--- src/hdl/ebvd_pkg.sv ---
package ebvd_pkg;

  localparam int unsigned ValueWidth = 56;
  localparam int unsigned CountWidth = 4;
  localparam int unsigned TailWidth  = 3;

  localparam logic [ValueWidth-1:0] MaxSizeReset = ValueWidth'(1000);

  localparam logic [7:0] HeadMarker = 8'h80;
  localparam logic [2:0] IdMaxTails = 3'd3;

  localparam logic ModeId   = 1'b0;
  localparam logic ModeSize = 1'b1;

  localparam logic [1:0] ErrNone     = 2'd0;
  localparam logic [1:0] ErrZeroHead = 2'd1;
  localparam logic [1:0] ErrIdLong   = 2'd2;
  localparam logic [1:0] ErrSizeMax  = 2'd3;

  typedef struct packed {
    logic       valid;
    logic [7:0] data_byte;
    logic       mode;
  } ebvd_item_t;

  typedef struct packed {
    logic [ValueWidth-1:0] value;
    logic [CountWidth-1:0] byte_count;
    logic                  kind;
    logic [1:0]            error;
  } ebvd_result_t;

  function automatic logic [2:0] lead_zeros(input logic [7:0] b);
    logic [2:0] lz;
    lz = 3'd7;
    for (int i = 0; i < 8; i++) begin
      if (b[i]) begin
        lz = 3'(7 - i);
      end
    end
    return lz;
  endfunction

endpackage

--- src/hdl/ebvd_in_stage.sv ---
module ebvd_in_stage (
  input  logic                clk_i,
  input  logic                rst_ni,
  input  logic                in_valid_i,
  output logic                in_stall_o,
  input  logic [7:0]          data_byte_i,
  input  logic                mode_i,
  input  logic                advance_i,
  output ebvd_pkg::ebvd_item_t item_o
);

  logic       valid_q;
  logic [7:0] byte_q;
  logic       mode_q;
  logic       load;

  assign in_stall_o = valid_q && !advance_i;
  assign load       = in_valid_i && !in_stall_o;

  always_ff @(posedge clk_i or negedge rst_ni) begin
    if (!rst_ni) begin
      valid_q <= 1'b0;
    end else if (load) begin
      valid_q <= 1'b1;
    end else if (advance_i) begin
      valid_q <= 1'b0;
    end
  end

  always_ff @(posedge clk_i) begin
    if (load) begin
      byte_q <= data_byte_i;
      mode_q <= mode_i;
    end
  end

  assign item_o.valid     = valid_q;
  assign item_o.data_byte = byte_q;
  assign item_o.mode      = mode_q;

endmodule

--- src/hdl/ebvd_decode.sv ---
module ebvd_decode (
  input  logic                                clk_i,
  input  logic                                rst_ni,
  input  logic                                cfg_we_i,
  input  logic [ebvd_pkg::ValueWidth-1:0]     cfg_wdata_i,
  input  ebvd_pkg::ebvd_item_t                item_i,
  input  logic                                res_ready_i,
  output logic                                advance_o,
  output logic                                res_valid_o,
  output ebvd_pkg::ebvd_result_t              res_o
);

  logic [ebvd_pkg::ValueWidth-1:0] max_size_q;
  logic                            busy_q, busy_d;
  logic [ebvd_pkg::TailWidth-1:0]  tails_q, tails_d;
  logic [ebvd_pkg::CountWidth-1:0] total_q, total_d;
  logic [ebvd_pkg::ValueWidth-1:0] acc_q, acc_d;
  logic                            mode_q, mode_d;

  logic [ebvd_pkg::ValueWidth-1:0] acc_n;
  logic [ebvd_pkg::CountWidth-1:0] total_n;
  logic [ebvd_pkg::TailWidth-1:0]  tails_n;
  logic                            kind_n;
  logic                            fin;
  logic                            emit;
  logic                            over;
  logic [2:0]                      lz;
  logic [7:0]                      b;

  assign b  = item_i.data_byte;
  assign lz = ebvd_pkg::lead_zeros(b);

  always_comb begin
    busy_d  = busy_q;
    tails_d = tails_q;
    total_d = total_q;
    acc_d   = acc_q;
    mode_d  = mode_q;
    acc_n   = acc_q;
    total_n = total_q;
    tails_n = tails_q;
    kind_n  = mode_q;
    fin     = 1'b0;
    emit    = 1'b0;
    res_o.value      = '0;
    res_o.byte_count = ebvd_pkg::CountWidth'(1);
    res_o.kind       = item_i.mode;
    res_o.error      = ebvd_pkg::ErrNone;

    if (busy_q) begin
      acc_n   = {acc_q[ebvd_pkg::ValueWidth-9:0], b};
      total_n = total_q + ebvd_pkg::CountWidth'(1);
      tails_n = tails_q - ebvd_pkg::TailWidth'(1);
      fin     = (tails_n == '0);
      busy_d  = 1'b1;
    end else begin
      mode_d  = item_i.mode;
      kind_n  = item_i.mode;
      total_n = ebvd_pkg::CountWidth'(1);
      tails_n = lz;
      if (item_i.mode == ebvd_pkg::ModeSize) begin
        acc_n = ebvd_pkg::ValueWidth'(b & ~(ebvd_pkg::HeadMarker >> lz));
      end else begin
        acc_n = ebvd_pkg::ValueWidth'(b);
      end
      fin = (lz == '0);
    end

    over = (kind_n == ebvd_pkg::ModeSize) && (acc_n > max_size_q);

    if (!busy_q && b == 8'h00) begin
      emit        = 1'b1;
      res_o.error = ebvd_pkg::ErrZeroHead;
    end else if (!busy_q && item_i.mode == ebvd_pkg::ModeId && lz > ebvd_pkg::IdMaxTails) begin
      emit        = 1'b1;
      res_o.value = ebvd_pkg::ValueWidth'(b);
      res_o.kind  = ebvd_pkg::ModeId;
      res_o.error = ebvd_pkg::ErrIdLong;
    end else if (fin) begin
      emit             = 1'b1;
      res_o.value      = acc_n;
      res_o.byte_count = total_n;
      res_o.kind       = kind_n;
      res_o.error      = over ? ebvd_pkg::ErrSizeMax : ebvd_pkg::ErrNone;
      busy_d  = 1'b0;
      tails_d = '0;
      total_d = '0;
      acc_d   = '0;
    end else begin
      busy_d  = 1'b1;
      tails_d = tails_n;
      total_d = total_n;
      acc_d   = acc_n;
    end
  end

  assign advance_o   = item_i.valid && (!emit || res_ready_i);
  assign res_valid_o = item_i.valid && emit;

  always_ff @(posedge clk_i or negedge rst_ni) begin
    if (!rst_ni) begin
      max_size_q <= ebvd_pkg::MaxSizeReset;
      busy_q     <= 1'b0;
      tails_q    <= '0;
      total_q    <= '0;
      acc_q      <= '0;
      mode_q     <= 1'b0;
    end else begin
      if (cfg_we_i) begin
        max_size_q <= cfg_wdata_i;
      end
      if (advance_o) begin
        busy_q  <= busy_d;
        tails_q <= tails_d;
        total_q <= total_d;
        acc_q   <= acc_d;
        mode_q  <= mode_d;
      end
    end
  end

  a_busy_has_tails: assert property (@(posedge clk_i) disable iff (!rst_ni)
    busy_q |-> tails_q != '0)
    else $error("busy with no tail bytes pending");

  a_id_length: assert property (@(posedge clk_i) disable iff (!rst_ni)
    (busy_q && mode_q == ebvd_pkg::ModeId) |-> total_q <= ebvd_pkg::CountWidth'(3))
    else $error("element ID collection beyond four bytes");

  a_long_id_kind: assert property (@(posedge clk_i) disable iff (!rst_ni)
    (res_valid_o && res_o.error == ebvd_pkg::ErrIdLong) |->
      (res_o.kind == ebvd_pkg::ModeId && res_o.byte_count == ebvd_pkg::CountWidth'(1)))
    else $error("long ID result malformed");

  a_advance_clears: assert property (@(posedge clk_i) disable iff (!rst_ni)
    (advance_o && res_valid_o) |=> !busy_q)
    else $error("still busy after a result transfer");

endmodule

--- src/hdl/ebvd_out_stage.sv ---
module ebvd_out_stage (
  input  logic                                clk_i,
  input  logic                                rst_ni,
  input  logic                                res_valid_i,
  input  ebvd_pkg::ebvd_result_t              res_i,
  output logic                                res_ready_o,
  output logic                                out_valid_o,
  input  logic                                out_stall_i,
  output logic [ebvd_pkg::ValueWidth-1:0]     value_o,
  output logic [ebvd_pkg::CountWidth-1:0]     byte_count_o,
  output logic                                kind_o,
  output logic [1:0]                          error_o
);

  logic                   valid_q;
  ebvd_pkg::ebvd_result_t res_q;
  logic                   load;

  assign res_ready_o = !valid_q || !out_stall_i;
  assign load        = res_valid_i && res_ready_o;

  always_ff @(posedge clk_i or negedge rst_ni) begin
    if (!rst_ni) begin
      valid_q <= 1'b0;
    end else if (load) begin
      valid_q <= 1'b1;
    end else if (!out_stall_i) begin
      valid_q <= 1'b0;
    end
  end

  always_ff @(posedge clk_i) begin
    if (load) begin
      res_q <= res_i;
    end
  end

  assign out_valid_o  = valid_q;
  assign value_o      = res_q.value;
  assign byte_count_o = res_q.byte_count;
  assign kind_o       = res_q.kind;
  assign error_o      = res_q.error;

endmodule

--- src/hdl/ebml_vint_decoder_unit.sv ---
// A final byte is held in the input register; its result is registered to raise out_valid_o.
// Throughput: one byte per cycle unless stalled; input and result registers decouple the sides.
// Each byte's decode (leading-zero encode, accumulate, size compare) is combinational.
// Reset: asynchronous, active low; clears state to idle, empties both registers,
// and loads max_size with 1000.
module ebml_vint_decoder_unit (
  input  logic                            clk_i,
  input  logic                            rst_ni,
  input  logic                            cfg_we_i,
  input  logic [ebvd_pkg::ValueWidth-1:0] cfg_wdata_i,
  input  logic                            in_valid_i,
  output logic                            in_stall_o,
  input  logic [7:0]                      data_byte_i,
  input  logic                            mode_i,
  output logic                            out_valid_o,
  input  logic                            out_stall_i,
  output logic [ebvd_pkg::ValueWidth-1:0] value_o,
  output logic [ebvd_pkg::CountWidth-1:0] byte_count_o,
  output logic                            kind_o,
  output logic [1:0]                      error_o
);

  ebvd_pkg::ebvd_item_t   item;
  ebvd_pkg::ebvd_result_t res;
  logic                   advance;
  logic                   res_valid;
  logic                   res_ready;

  ebvd_in_stage u_in (
    .clk_i       (clk_i),
    .rst_ni      (rst_ni),
    .in_valid_i  (in_valid_i),
    .in_stall_o  (in_stall_o),
    .data_byte_i (data_byte_i),
    .mode_i      (mode_i),
    .advance_i   (advance),
    .item_o      (item)
  );

  ebvd_decode u_decode (
    .clk_i       (clk_i),
    .rst_ni      (rst_ni),
    .cfg_we_i    (cfg_we_i),
    .cfg_wdata_i (cfg_wdata_i),
    .item_i      (item),
    .res_ready_i (res_ready),
    .advance_o   (advance),
    .res_valid_o (res_valid),
    .res_o       (res)
  );

  ebvd_out_stage u_out (
    .clk_i        (clk_i),
    .rst_ni       (rst_ni),
    .res_valid_i  (res_valid),
    .res_i        (res),
    .res_ready_o  (res_ready),
    .out_valid_o  (out_valid_o),
    .out_stall_i  (out_stall_i),
    .value_o      (value_o),
    .byte_count_o (byte_count_o),
    .kind_o       (kind_o),
    .error_o      (error_o)
  );

endmodule
--- config.mk ---
export PLATFORM = sky130hd
export DESIGN_NAME = ebml_vint_decoder_unit
export DESIGN_NICKNAME = d
export VERILOG_FILES = /design/src/hdl/ebvd_pkg.sv /design/src/hdl/ebvd_in_stage.sv /design/src/hdl/ebvd_decode.sv /design/src/hdl/ebvd_out_stage.sv /design/src/hdl/ebml_vint_decoder_unit.sv
export SDC_FILE = /design/constraint.sdc
export NUM_CORES = 1
export LEC_CHECK = 0
export BUFFER_PORTS_ARGS = -buffer_cell sky130_fd_sc_hd__buf_2
export CORE_ASPECT_RATIO = 1.5
export CORE_MARGIN = 2
export CORE_UTILIZATION = 50
export DETAILED_ROUTE_END_ITERATION = 7
export PLACE_DENSITY = 0.72
export SYNTH_ARGS = -nofsm -noshare
export SYNTH_HDL_FRONTEND = slang
export SYNTH_SLANG_ARGS = --single-unit
--- constraint.sdc ---
create_clock -name clk_i -period 11.2 [get_ports clk_i]
set_input_delay 2.24 -clock clk_i [delete_from_list [all_inputs] [get_ports clk_i]]
set_output_delay 2.24 -clock clk_i [all_outputs]
set_load 0.05 [all_outputs]
# [After elaboration in Yosys (flattened, before gate mapping)]
# Cells that the tools add are included.
[totals] wordCells=82 input_bits=70 reg_bits=187 output_inout_bits=65
[op_classes] n_addsub=2 eq_ne=1 shift=1 muxes=32 n_reduce_logical=23 n_bitwise=6 n_lt_le_gt_ge=2
[op_table] cell="2-to-1 mux 56 bit" count=2
[op_table] cell="AND 8 x 56 -> 56 bit" count=1
[op_table] cell="> comparator 56 bit" count=1
[op_table] cell="NOT 56 bit" count=1
[op_table] cell="right shift 8 x 3 -> 56 bit, first input constant" count=1
[op_table] cell="2-to-1 mux 48 bit" count=1
[op_table] cell="2-to-1 mux 3 bit" count=9
[op_table] cell="2-to-1 mux 1 bit" count=15
[op_table] cell="2-to-1 mux 15 bit" count=1
[op_table] cell="logical AND 1 bit" count=9
[op_table] cell="logical NOT 8 bit" count=1
[op_table] cell="2-to-1 mux 4 bit" count=2
[op_table] cell="2-to-1 mux 8 bit" count=1
[op_table] cell="logical NOT 1 bit" count=6
[op_table] cell="logical NOT 3 bit" count=2
[op_table] cell="adder 4 x 1 -> 4 bit, second input constant" count=1
[op_table] cell="NOT 1 bit" count=4
[op_table] cell="> comparator 3 x 2 -> 1 bit, second input constant" count=1
[op_table] cell="AND reduction 3 bit" count=1
[op_table] cell="OR reduction 3 bit" count=1
[op_table] cell="subtractor 3 x 1 -> 3 bit, second input constant" count=1
[op_table] cell="logical OR 1 bit" count=2
[op_table] cell="2-to-1 mux 2 bit" count=1
[op_table] cell="!= test 2 x 1 -> 1 bit, second input constant" count=1
[op_table] cell="nonzero test 2 bit" count=1

# [Depth between registers and ports, before layout]
# Gate-level depths: netlist (run 1).
[logic_depth] word_depth=20 ltp_mapped=13 depth_no_buf=13

# [Cells and area by module]
# A second synthesis (run 1) with hierarchy kept.
[hier_totals] hier_cells=773 area_unflattened_um2=8745.9
[modules_own_cells] module="ebvd_decode" cells_per_inst=690 area_each_um2=6463.7 instances=1
[modules_own_cells] module="ebvd_out_stage" cells_per_inst=67 area_each_um2=1939.4 instances=1
[modules_own_cells] module="ebvd_in_stage" cells_per_inst=16 area_each_um2=342.8 instances=1

# [Worst setup path before layout (run 1)]
# Ideal clock, no wire load.
[synth_path] path_type="input to register" start="input port out_stall_i" end="register u_out.res_q (netlist bit u_out.byte_count_o[0]) (enable)" slack_ns=5.372 n_path_buf=0 t_required_ns=10.695 setup_time_ns=0.505 stages=1 arrival_time_ns=5.323 path_cell_list="a21oi_1"
[synth_via] elab_chain_len=3
[synth_rtl] item="from (decl)" line_no="ebml_vint_decoder_unit.sv:16" text="input logic out_stall_i,"
[synth_rtl] item="logical NOT 1 bit" line_no="ebvd_out_stage.sv:19" text="assign res_ready_o = !valid_q || !out_stall_i;"
[synth_rtl] item="logical OR 1 bit" line_no="ebvd_out_stage.sv:19"
[synth_rtl] item="logical AND 1 bit" line_no="ebvd_out_stage.sv:20" text="assign load = res_valid_i && res_ready_o;"
[synth_rtl] item="to (signal assigned)" line_no="ebvd_out_stage.sv:34" text="res_q <= res_i;"
[synth_rtl] item="to (decl)" line_no="ebvd_out_stage.sv:16" text="ebvd_pkg::ebvd_result_t res_q;"
# Every way passes these cells.
# A chain may end at the register's enable or synchronous reset.

# [Worst setup path in the final report (run 1)]
[layout_path] start="input port out_stall_i" end="output port in_stall_o"
[layout_via] elab_chain_len=6
[layout_rtl] item="logical NOT 1 bit" line_no="ebvd_out_stage.sv:19"
[layout_rtl] item="logical OR 1 bit" line_no="ebvd_out_stage.sv:19"
[layout_rtl] item="logical OR 1 bit" line_no="ebvd_decode.sv:97" text="assign advance_o = item_i.valid && (!emit || res_ready_i);"
[layout_rtl] item="logical AND 1 bit" line_no="ebvd_decode.sv:97"
[layout_rtl] item="logical NOT 1 bit" line_no="ebvd_in_stage.sv:17" text="assign in_stall_o = valid_q && !advance_i;"
[layout_rtl] item="logical AND 1 bit" line_no="ebvd_in_stage.sv:17"
[layout_rtl] item="to (decl)" line_no="ebml_vint_decoder_unit.sv:12" text="output logic in_stall_o,"
# Every way passes these cells.

==> reports/results.ini, run 1 <==
[run_status]
status=finished, final reports clean

[global_route]
grt_overflow=0
gr-usage-met2_pct=36.2
top_usage_layer=met2
grt_pass1_wl_um=30000
grt_max_degree=112
grt_use_met3_pct=3.10
grt_pass1_vias=5921
grtUsageMet1_pct=25.5
gr-usage-all-layers_pct=20.9
antenna_found_initial=0

[sta]
fin_ws_ns=5.99
finalSetupTns_ns=0
clock_skew_ns=0.0102
post-route-min-period_ns=5.21
rsz0062_at_grt=no
finalCritPeriodShare_pct=46.5
hold_violations=0
clock.fmax_mhz=192
slew_headroom_pct=30.6
drv_slew=0
finalSetupViolations=0
worst_pin_slew_ns=1.04

[yosys]
synth_top_area_cell=dfrtp_1
async_reset_ff_share_pct=61.5
ys_ff_latch=187
synth_cell_types=49
syn_inst=775
syn_avg_cell_area_um2=11.2
synthTopCellsByArea=dfrtp_1 (31%), edfxtp_1 (25%), ha_1 (8.5%), a22o_1 (4.8%), and2_1 (4.5%)
synthesis.area_um2=8680
synth-edff-count=72
synth_top_area_share_pct=31.4
syn_nets=904
synth_top_flop_cell=dfrtp_1
yosys_warnings=0
ys_seq_area_share_pct=58.2

[clock_tree]
cts_sinks=187
postCtsResizedCells=0
cts_buffer_depth=2
cts_buffers=17
htreeDepth=4
insertion_delay_ns=0.43
cts_setup_buffers=0
path_clk_slew_ns=0.06
cts_hold_buf=0
cts-root-buf=clkbuf_16
cts_tree=yes

[route]
ant_nets=0
drc=0
via_per_inst=5.43
drt_iter0_drc=318
routedWlPerCell_um=17.0
postRouteWirelength_um=19000
vias=6069
first_pass_iters=5

[critical_path]
regToRegSetupSlack_ns=7.55
start_kind=primary input
path_max_fanout=4
arrival_ns=2.97
crit_type=primary input to output pin
worstPathRequired_ns=8.96
worstSetupEndpointType=output pin
rr_startpoint=u_decode.busy_q$_DFFE_PN0P_
startpoint=out_stall_i

[pwr]
power_mw=1.99
p_leak_nw=4.88
p_per_area_nw_per_um2=197
peakVddDrop_mv=0.0932

[place]
dpl_worst_slack_ns=5.97
numPortBuffers=134
dp_hpwl_um=12900
routabilityCongestion=0.852
placed_cell_area_um2=9530

[layout]
n_antenna_cell=0
fin_area_um2=10100
areaGrowthSynthToFinish_pct=16.4
drive_gt1_share_pct=20.9
nets=1021

[die]
boundaryPins=135
initial_utilization_pct=50.5
die-area_um2=18400
die_x_um=112
core_area_um2=17200
fp.dieH_um=165
row_count=59

[hold_path]
hp-class=flop to flop
holdCritStartpoint=u_decode.acc_q[47]$_DFFE_PN0P_

[flow_run]
maxCapViolCount=0

## final cells by class
| cell class | count | area [um2] |
|---|---|---|
| sequential | 187 | 5050 |
| clock buffer | 22 | 464 |
| tap | 213 | 267 |
| multi-input combinational | 485 | 3270 |
| fill | 1477 | 7090 |
| inverter | 61 | 229 |
| clock inverter | 10 | 113 |
| timing repair buffer | 140 | 718 |
## logic make-up after synthesis
family,after synthesis,share of synthesized area [%]
AOI/OAI and AO/OA,168,12.9
xor gates and xnor gates,3,0.303
and+or+nand+nor,250,15.0
muxes,5,0.620
DFF,187,58.2
adders and majority gates,59,8.51
buffers and inverters,103,4.54
## critical path, stage by stage
cell	delay, ns
buf_2	0.11
nand2_1	0.14
nor2_1	0.19
buf_2	0.29
## state kept, by name, indices dropped and copies added, names as in the netlist, 2 cells and up
signal / cells
u_out.value_o: 56
u_decode.tails_q: 3
u_decode.total_q: 4
u_in.byte_q: 8
u_out.error_o: 2
u_decode.acc_q: 48
u_out.byte_count_o: 4
u_decode.max_size_q: 56
## placed cells by master (no fill, tap or decap), types with 24 or more instances in the layout
cell type    n
buf_2      133
dfrtp_1    108
nand2_1     91
edfxtp_1    72
o21ai_0     66
and2_1      63
inv_1       61
ha_1        59
a22o_1      48
and3_1      44
a21oi_1     24
## routing by layer
layer / part of all wire, % / routed length (um) / vias up
met1: 41 / 7830 / 2899
li1: - / - / 2959
met4: 3.8 / 729 / 0
met2: 51 / 9720 / 163
met5: 0 / 0 / -
met3: 3.8 / 716 / 48
## synth_stat cells, drive strengths merged (2+ instances only)
master and n:
o21a 3, a21oi 27, nor4 3, nand4 11, clkbuf 32, mux2 3, inv 61, a211oi 5
dfstp 6, nor3 5, buf 10, nand2 91, o211ai 2, dfrtp 109, a32o 3, nand3 9
a22o 48, ha 59, nor2b 3, o21ai 67, or3 2, nor2 15, xnor2 2, a21o 2
o31ai 2, edfxtp 72, and3 45, mux2i 2, and2 63, a2111oi 2
## power breakdown
group / switching (mW) / internal [mW] / total, mW
Combinational: 0.371 / 0.147 / 0.518
Clock: 0.255 / 0.342 / 0.596
Sequential: 0.0515 / 0.826 / 0.877
## final timing paths
path / end / cells past startpoint
max in group asynchronous: u_decode.busy_q$_DFFE_PN0P_ / 2
min in group asynchronous: u_decode.max_size_q[37]$_DFFE_PN0P_ / 1
max reg2reg: u_out.error_o[0]$_SDFFCE_PP1P_ / 10
max: in_stall_o / 4
min: u_decode.acc_q[47]$_DFFE_PN0P_ / 1
min reg2reg: u_decode.acc_q[47]$_DFFE_PN0P_ / 1
## through the flow
| step | hold slack [ns] | utilization (%) | instances |
|---|---|---|---|
| floorplan | 0.456 | - | 775 |
| global placement | 0.491 | 55.4 | 1086 |
| detailed placement | 0.497 | 55.4 | 1086 |
| CTS | 0.515 | 58.8 | 1118 |
| global route | 0.529 | 58.8 | 1118 |
| finish | 0.509 | 58.8 | 1118 |
No activity file was read; power rests on OpenSTA's default activity.
==> run 2, diff against run 1 <==
Settings changed: PLACE_DENSITY 0.72 to 0.74.
Clock period 11.2 ns to 4.24 ns, I/O delays scaled along.
==> reports/results.ini, run 2 (synthesis results as in run 1) <==
[layout]
layout_common_cells=buf_2 (133), dfrtp_1 (108), nand2_1 (91)  ; unchanged
seq_area_um2=5050  ; unchanged
fillCellCount=1459  ; was 1,477
nets=1024  ; was 1,021
fin_area_um2=10200  ; was 10,100 um2
areaGrowthSynthToFinish_pct=17.3  ; was 16.4%
layout_commonest_cell=buf_2  ; unchanged
fin_util_pct=59.2  ; was 58.8%
multiInputGateArea_um2=3270  ; unchanged
n_antenna_cell=0  ; unchanged
drive_gt1_share_pct=21.4  ; was 20.9%
finalNonFillerCells=1121  ; was 1,118

[clock_tree]
insertion_delay_ns=0.43  ; about the same
cts_tree=yes  ; unchanged
htreeDepth=4  ; unchanged
cts-root-buf=clkbuf_16  ; unchanged
cts_buffers=17  ; unchanged
cts_setup_buffers=0  ; unchanged
cts_sinks=187  ; unchanged
postCtsResizedCells=0  ; unchanged
cts_buffer_depth=2  ; unchanged
path_clk_slew_ns=0.07  ; was 0.06 ns
cts_hold_buf=0  ; unchanged

[global_route]
grt_overflow=0  ; unchanged
grt_pass1_vias=5905  ; was 5,921
antenna_found_initial=0  ; unchanged
grt_max_degree=67  ; was 112
gr-usage-all-layers_pct=21.9  ; was 20.9%
grt_pass1_wl_um=31200  ; was 30,000 um

[pwr]
p_sw_mw=1.84  ; was 677 uW
switching_share_pct=34.5  ; was 34.0%
power_mw=5.34  ; was 1.99 mW
p_comb_share_pct=24.9  ; was 26.0%
p_leak_nw=4.90  ; was 4.88 nW
p_int_mw=3.49  ; was 1.31 mW
peakVddDrop_mv=0.281  ; was 0.0932 mV
p_seq_share_pct=44.6  ; was 44.0%
p_per_area_nw_per_um2=524  ; was 197 nW/um2
clockPowerShare_pct=30.4  ; was 29.9%

[die]
row_count=59  ; unchanged
initial_utilization_pct=50.5  ; unchanged
boundaryPins=135  ; unchanged
fp.dieH_um=165  ; unchanged
core_area_um2=17200  ; unchanged
die-area_um2=18400  ; unchanged
die_x_um=112  ; unchanged

[critical_path]
start_kind=flop  ; was primary input
crit_type=flop to output pin  ; was primary input to output pin
path_max_fanout=66  ; was 4
worstSetupEndpointType=output pin  ; unchanged
regToRegEndpoint=u_out.error_o[0]$_SDFFCE_PP1P_  ; unchanged
worstPathRequired_ns=3.39  ; was 8.96 ns
worstRegToRegCells=9  ; was 10
startpoint=u_decode.busy_q$_DFFE_PN0P_  ; was out_stall_i
rr_startpoint=u_decode.busy_q$_DFFE_PN0P_  ; unchanged
arrival_ns=2.87  ; was 2.97 ns
regToRegSetupSlack_ns=0.74  ; was 7.55 ns

[sta]
slew_headroom_pct=27.7  ; was 30.6%
rsz0062_at_grt=no  ; unchanged
finalSetupViolations=0  ; unchanged
drv_slew=0  ; unchanged
hold_violations=0  ; unchanged
worst_pin_slew_ns=1.08  ; was 1.04 ns
clock.fmax_mhz=269
clock_skew_ns=0.0113  ; was 0.0102 ns
finalCritPeriodShare_pct=87.7
finalSetupTns_ns=0  ; unchanged
fin_ws_ns=0.523  ; was 5.99 ns
hold_slack_ns=0.511  ; was 0.509 ns
post-route-min-period_ns=3.72

[run_status]
status=finished, final reports clean  ; unchanged

[hold_path]
hp-class=primary input to asynchronous set/reset pin  ; was flop to flop

[place]
placed_cell_area_um2=9580  ; was 9530 um2
numPortBuffers=134  ; unchanged
routabilityCongestion=0.920  ; was 0.852
dpl_worst_slack_ns=0.845  ; was 5.97 ns
place_inst=1089  ; was 1,086
dp_hpwl_um=13900  ; was 12,900 um

[route]
ant_nets=0  ; unchanged
postRouteWirelength_um=19900  ; was 19,000 um
drt_iter0_drc=334  ; was 318
via_per_inst=5.53  ; was 5.43
routedWlPerCell_um=17.8  ; was 17.0 um
drc=0  ; unchanged
first_pass_iters=5  ; unchanged
vias=6202  ; was 6,069

[flow_run]
maxCapViolCount=0  ; unchanged

==> run 2: cell types whose count changed in the layout (fill, tap and decap cells not counted), sizes merged <==
cell      previous run  this run
clkinvlp             0         3
clkinv               4         2
inv                 65        67
clkbuf              22        19
buf                140       143
==> run 2: layout make-up <==
| cell class | instances | share of cell area, % |
|---|---|---|
| flip-flops and latches | 187 | 49.6 |
| multi-input cells | 485 | 32.1 |
| repair buffers | 143 | 7.52 |
| clock buffers | 19 | 4.46 |
| well taps | 213 | 2.62 |
| inverters | 61 | 2.25 |
| clock inverters | 13 | 1.49 |
==> run 2: power groups by stage <==
stage	Clock (mW)	Combinational [mW]	Sequential, mW
finish	1.62	1.33	2.38
detailed placement	0	1.33	2.41
CTS	1.65	1.34	2.38
global route	1.71	1.45	2.41
floorplan	0	0.693	2.65
global placement	0	1.30	2.41
==> run 2: how the worst max path moves through the flow <==
stage,endpoint,depth (start not counted)
final,in_stall_o,6
after global routing,in_stall_o,6
after CTS,in_stall_o,6
after detailed placement,u_out.error_o[0]$_SDFFCE_PP1P_,9
after global placement,u_out.error_o[0]$_SDFFCE_PP1P_,9
after floorplan,u_out.byte_count_o[0]$_SDFFCE_PP1P_,9
==> run 2: per-layer routing <==
metal  track usage (%)  up-vias  part of all wire [%]
li1                  -     2970                     -
met1              26.4     2988                    41
met2              39.4      202                    52
met3              3.94       42                   4.4
met4              8.25        0                   2.7
met5                 0        -                     0
==> run 2: worst max-delay path, cell delays in order (launching register included) <==
cell and delay (ns):
dfrtp_2 0.99, inv_1 0.31, a21oi_4 0.29, nand2_1 0.16
o21ai_1 0.33, nor2_1 0.12, buf_2 0.23
